File: src/hw/rtl/mdof_pkg.sv
// ----------------------------------------------------------------------------
// mdof_pkg
// shared types and constants of the decode and operand fetch block
// ----------------------------------------------------------------------------
package mdof_pkg;

  localparam int unsigned NumCmd = 21;
  localparam logic [4:0] CmdUnknown = 5'd20;

  localparam logic [1:0] KindLoad   = 2'd0;
  localparam logic [1:0] KindRegWr  = 2'd1;
  localparam logic [1:0] KindDecode = 2'd2;

  // parameter bits of a table entry
  typedef struct packed {
    logic xx;
    logic nn;
    logic rlo;
    logic rhi;
    logic dst;
    logic src;
  } cmd_params_t;

  typedef struct packed {
    logic [15:0] mask;
    logic [15:0] code;
    cmd_params_t params;
  } cmd_entry_t;

  function automatic cmd_entry_t cmd_entry(input logic [4:0] idx);
    cmd_entry_t e;
    e = '{mask: 16'o0, code: 16'o0, params: 6'b000000};
    unique case (idx)
      5'd0:  e = '{16'o170000, 16'o060000, 6'b000011};
      5'd1:  e = '{16'o170000, 16'o010000, 6'b000011};
      5'd2:  e = '{16'o177777, 16'o000000, 6'b000000};
      5'd3:  e = '{16'o177000, 16'o077000, 6'b010100};
      5'd4:  e = '{16'o170000, 16'o110000, 6'b000011};
      5'd5:  e = '{16'o177400, 16'o000400, 6'b100000};
      5'd6:  e = '{16'o177400, 16'o103000, 6'b100000};
      5'd7:  e = '{16'o177400, 16'o103400, 6'b100000};
      5'd8:  e = '{16'o177400, 16'o001400, 6'b100000};
      5'd9:  e = '{16'o177400, 16'o100400, 6'b100000};
      5'd10: e = '{16'o177400, 16'o001000, 6'b100000};
      5'd11: e = '{16'o177400, 16'o100000, 6'b100000};
      5'd12: e = '{16'o177700, 16'o005700, 6'b000010};
      5'd13: e = '{16'o177700, 16'o105700, 6'b000010};
      5'd14: e = '{16'o170000, 16'o120000, 6'b000011};
      5'd15: e = '{16'o170000, 16'o020000, 6'b000011};
      5'd16: e = '{16'o177000, 16'o005000, 6'b000010};
      5'd17: e = '{16'o177000, 16'o105000, 6'b000010};
      5'd18: e = '{16'o177000, 16'o004000, 6'b000110};
      5'd19: e = '{16'o177770, 16'o000200, 6'b001000};
      default: e = '{16'o000000, 16'o000000, 6'b000000};
    endcase
    return e;
  endfunction

  // result beat
  typedef struct packed {
    logic        mode_error;
    logic [15:0] next_pc;
    logic signed [7:0] branch_offset;
    logic [5:0]  loop_offset;
    logic [2:0]  reg_select;
    logic [15:0] dst_value;
    logic [15:0] dst_addr;
    logic [15:0] src_value;
    logic [15:0] src_addr;
    logic        byte_op;
    logic [4:0]  command_code;
  } result_t;

endpackage

File: src/hw/rtl/mdof_decode.sv
// ----------------------------------------------------------------------------
// mdof_decode
// first-match lookup of an instruction word in the command table
// ----------------------------------------------------------------------------
module mdof_decode (
  input  logic [15:0]          word,
  output logic [4:0]           cmd,
  output mdof_pkg::cmd_params_t params
);
  import mdof_pkg::*;

  always_comb begin
    cmd = CmdUnknown;
    for (int i = NumCmd - 2; i >= 0; i--) begin
      if ((word & cmd_entry(5'(i)).mask) == cmd_entry(5'(i)).code) begin
        cmd = 5'(i);
      end
    end
    params = cmd_entry(cmd).params;
  end

endmodule
File: config.mk
export PLATFORM = sky130hd
export DESIGN_NAME = mdof_decode
export DESIGN_NICKNAME = d
export VERILOG_FILES = /design/src/hw/rtl/mdof_pkg.sv /design/src/hw/rtl/mdof_decode.sv
export SDC_FILE = /design/constraint.sdc
export NUM_CORES = 1
export LEC_CHECK = 0
export ABC_CLOCK_PERIOD_IN_PS = 2300
export BUFFER_PORTS_ARGS = -buffer_cell sky130_fd_sc_hd__buf_2
export CORE_AREA = 5 5 42 44
export DETAILED_ROUTE_END_ITERATION = 10
export DIE_AREA = 0 0 47 49
export PLACE_DENSITY = 0.61
export SLEW_MARGIN = 20
export SYNTH_ARGS = -nofsm -noshare
export SYNTH_HDL_FRONTEND = slang
export SYNTH_SLANG_ARGS = --single-unit
export TNS_END_PERCENT = 50
File: constraint.sdc
create_clock -name vclk -period 2.3
set_input_delay 0.46 -clock vclk [all_inputs]
set_output_delay 0.46 -clock vclk [all_outputs]
set_load 0.005 [all_outputs]
* After elaboration in Yosys (flattened, before gate mapping)
Memories as Yosys holds them, arrays and structs flattened.
Index checks and enable logic that the tools add are counted.
Widths: inputs -> output; s select.
** Word-level totals
- Memories kept :: 1
- Output and inout port bits :: 11
- Logic and storage cells :: 41
- ROM bits :: 1024
- Input bits :: 16
- Register bits after elaboration :: 0
** Cells by class
- Multiplexer cells :: 20
- Equality and inequality tests :: 19
- Reduce and logical (&&, ||, !) cells :: 1
** Memories
- (no name shown) :: depth 32, width 32, read ports 1, clocked after Yosys merged registers in 0, write ports 0, line mdof_pkg.sv:33 : unique case (idx)
** Operators by type and width (number)
- $mux 5 :: 16
- $eq 8x8->1 const B :: 4
- $eq 8x2->1 const B :: 2
- $logic_not 16->1 :: 1
- $eq 7x3->1 const B :: 2
- $eq 13x5->1 const B :: 1
- $mux 3 :: 4
- $eq 10x10->1 const B :: 1
- $eq 10x6->1 const B :: 1
- $eq 4x4->1 const B :: 2
- $eq 8x1->1 const B :: 1
- $eq 7x6->1 const B :: 1
- $eq 7x7->1 const B :: 1
- $eq 4x1->1 const B :: 1
- $eq 4x2->1 const B :: 1
- $eq 4x3->1 const B :: 1

* Logic depth before layout (Yosys ltp)
An unclocked memory read counts as a cell.
- Depth in word-level cells :: 22
- Gate-level depth with buffers :: 5
- Gate-level depth less buffers :: 4

* Worst setup path before layout
No wires, ideal clock.
- Path kind :: input port to output port
- Start point :: input word[13]
- End point :: output cmd[2]
- Arrival time :: 1.843 ns
- Setup slack :: -0.003 ns
- Path buffers :: 1
- Cell stages on the path :: 5
- Data required time :: 1.840 ns
- Cells stage by stage :: buf_2 or4b_4 or3_4 a21boi_4 a211oi_2
** Between the ends
- Longest elaborated chain between the ends :: 21
- Elaborated cells on any way between the ends :: 40
- Classes of those cells :: eq/ne: 19; mux: 20; reduce/logical: 1
** RTL lines
- start, declared :: line mdof_decode.sv:6 : input logic [15:0] word,
- $eq 13x5->1 :: line mdof_decode.sv:15 : if ((word & cmd_entry(5'(i)).mask) == cmd_entry(5'(i)).code) begin
- $mux 3 (4 in a row) :: line mdof_decode.sv:15
- $mux 5 (15 in a row) :: line mdof_decode.sv:15
- $mux 5 (*) :: line mdof_decode.sv:15
- end, declared :: line mdof_decode.sv:7 : output logic [4:0] cmd,
Every way passes the cells marked *; elsewhere a longest branch is shown, timed or not.

* Worst setup path after layout
- Start point :: input word[12]
- End point :: output cmd[2]
Same word-level chain as after synthesis.

==> metrics.md <==
| Metric | Value |
|---|---|
| Synth Instances | 59 |
| Setup crit end | cmd[2] |
| Leakage | 0.3374 nW |
| Pwr/cell area | 145.1 nW/um^2 |
| Critical Path AT | 1.92 ns |
| Place WS | -0.1004 ns |
| CP Launch Type | primary input |
| Worst slew margin | 74.23% |
| Peak supply drop | 0.00005833 V |
| Area delta synth->final | 55.48% |
| Initial antenna violation count | 0 |
| WL/cell | 13.43 um |
| Buffers on Ports | 27 |
| Commonest non-fill, non-tap cells in the layout | buf_2 (24), buf_4 (10), inv_1 (6) |
| Worst hold path type | primary input to output pin |
| Sequential share of the synthesized area | 0% |
| Avg Vias per Cell | 5.528 |
| I/O pin cnt | 27 |
| Starting Density | 27.68% |
| ANT nets after route | 0 |
| FILL cells | 159 |
| Final min period | 2.383 ns |
| Pins Over Slew Limit | 0 |
| Post-DP HPWL | 1.077 mm |
| Chip height | 49 um |
| Final hold vios | 0 |
| Placer Congestion | 0.7748 |
| Post-synthesis instance area | 387.9 um^2 |
| Core outline area | 1401 um^2 |
| Max Clock Freq | 0.4197 GHz |
| Vias in the first global route | 556 |
| Worst Path Max Fanout | 2 |
| # diodes | 0 |
| Pin count of the biggest net entering global routing | 15 |
| Slew @ Worst Pin | 0.3817 ns |
| Congestion Overflow GR | 0 |
| DRC viols | 0 |
| Post-Route WL | 1.424 mm |
| Status | finished, violations left |
| Synth cell types | 33 |
| Initial DRC Count | 17 |
| Setup TNS Final | -0.08254 ns |
| Setup violations, final | 1 |
| Final core occ | 43.04% |
| Leading cell type in the layout, fill and taps excluded | buf_2 |
| CP Capture Type | output pin |
| Max cap viols | 0 |
| Post-layout nets | 108 |
| Violated checks | setup timing |
| Clock buffer cells | 0 |
| Origin of the worst setup path | word[12] |
| Syn Area/Cell | 6.574 um^2 |
| Flip-flop and latch area | 0 um^2 |
| CP required | 1.84 ns |
| First-pass DRT Iterations | 4 |
| Yosys warns | 0 |
| GR Util All Layers | 12.28% |
| Setup CP Type | primary input to output pin |
| Cell Rows | 14 |
| Hold depth | 3 |
| Final WS setup | -0.08254 ns |
| Tcrit/Tclk final | 103.6% |
| Post-CTS Hold Fix Bufs | 0 |
| Die W | 47 um |
| FF+latch count | 0 |
| Fin area | 603.1 um^2 |
| RSZ-0062 raised after global routing | yes |
| Placed inst area | 561.8 um^2 |
| Share of cells above drive strength 1 | 47.78% |
| Via count | 586 |
| Die area | 2303 um^2 |
| First-pass GRT wire length | 2.311 mm |
| Design Power | 0.08752 mW |
| Syn nets | 75 |
[worst max-delay path, stage by stage]
cell and delay [ns]:
buf_6 0.10, or4b_4 0.54, or3_4 0.34, a21boi_4 0.15, a211oi_2 0.20, buf_2 0.14
[cells by family (layout without fill, tap and decap cells)]
family,Yosys count,count (layout),synth area share [%]
compound gates,15,15,34.19
xor+xnor,2,2,4.517
buf+inv,12,43,14.52
simple gates,30,30,46.78
[power breakdown]
part           internal, mW  switching, mW  leakage (nW)  total [mW]
sequential                0              0             0           0
clock                     0              0             0           0
combinational        0.0441         0.0434         0.337      0.0875
[repair_timing]
action | CTS | global route
pin swaps | 3 | 3
gates resized for setup | 1 | 2
setup buffers | 2 | 1
endpoints found under the setup margin | 1 | 3
[cell type report]
type / count / area [um^2] / share of cell area, %
multi-input combinational: 47 / 331.6 / 54.98
timing repair buffer: 37 / 229.0 / 37.97
inverter: 6 / 22.52 / 3.734
tap: 16 / 20.02 / 3.320
[how the worst min path moves through the flow]
| stage | slack, ns | from | endpoint |
|---|---|---|---|
| after global routing | 1.35 | word[10] | params[2] |
| final | 1.32 | word[10] | params[2] |
| after CTS | 1.32 | word[10] | params[2] |
| after floorplan | 1.04 | word[7] | params[3] |
| after detailed placement | 1.32 | word[10] | params[2] |
| after global placement | 1.32 | word[10] | params[2] |
[synthesized netlist by cell type, types with 2 or more instances]
cell | instances | area [um^2]
nor4_1 | 5 | 31.28
o21ai_0 | 2 | 10.01
nor2_1 | 2 | 7.510
clkbuf_1 | 2 | 7.510
a22oi_1 | 2 | 15.01
nand3_1 | 5 | 25.02
nor3_1 | 2 | 10.01
nand4_1 | 4 | 25.02
inv_1 | 6 | 22.52
nand2_1 | 5 | 18.77
buf_2 | 2 | 10.01
[per-layer routing]
layer,global-route usage [%],up-vias,share of wire [%]
li1,-,293,-
met1,15.87,268,39
met2,22.17,23,52
met3,0.3690,2,7.1
met4,1.382,0,1.3
met5,0,-,0
[per-stage QoR]
stage	std cells	hold slack [ns]
2_1_floorplan	59	1.044
3_3_place_gp	103	1.323
3_5_place_dp	103	1.318
4_1_cts	105	1.318
5_1_grt	106	1.346
6_report	106	1.318
Power figures use the tool's default switching activity.
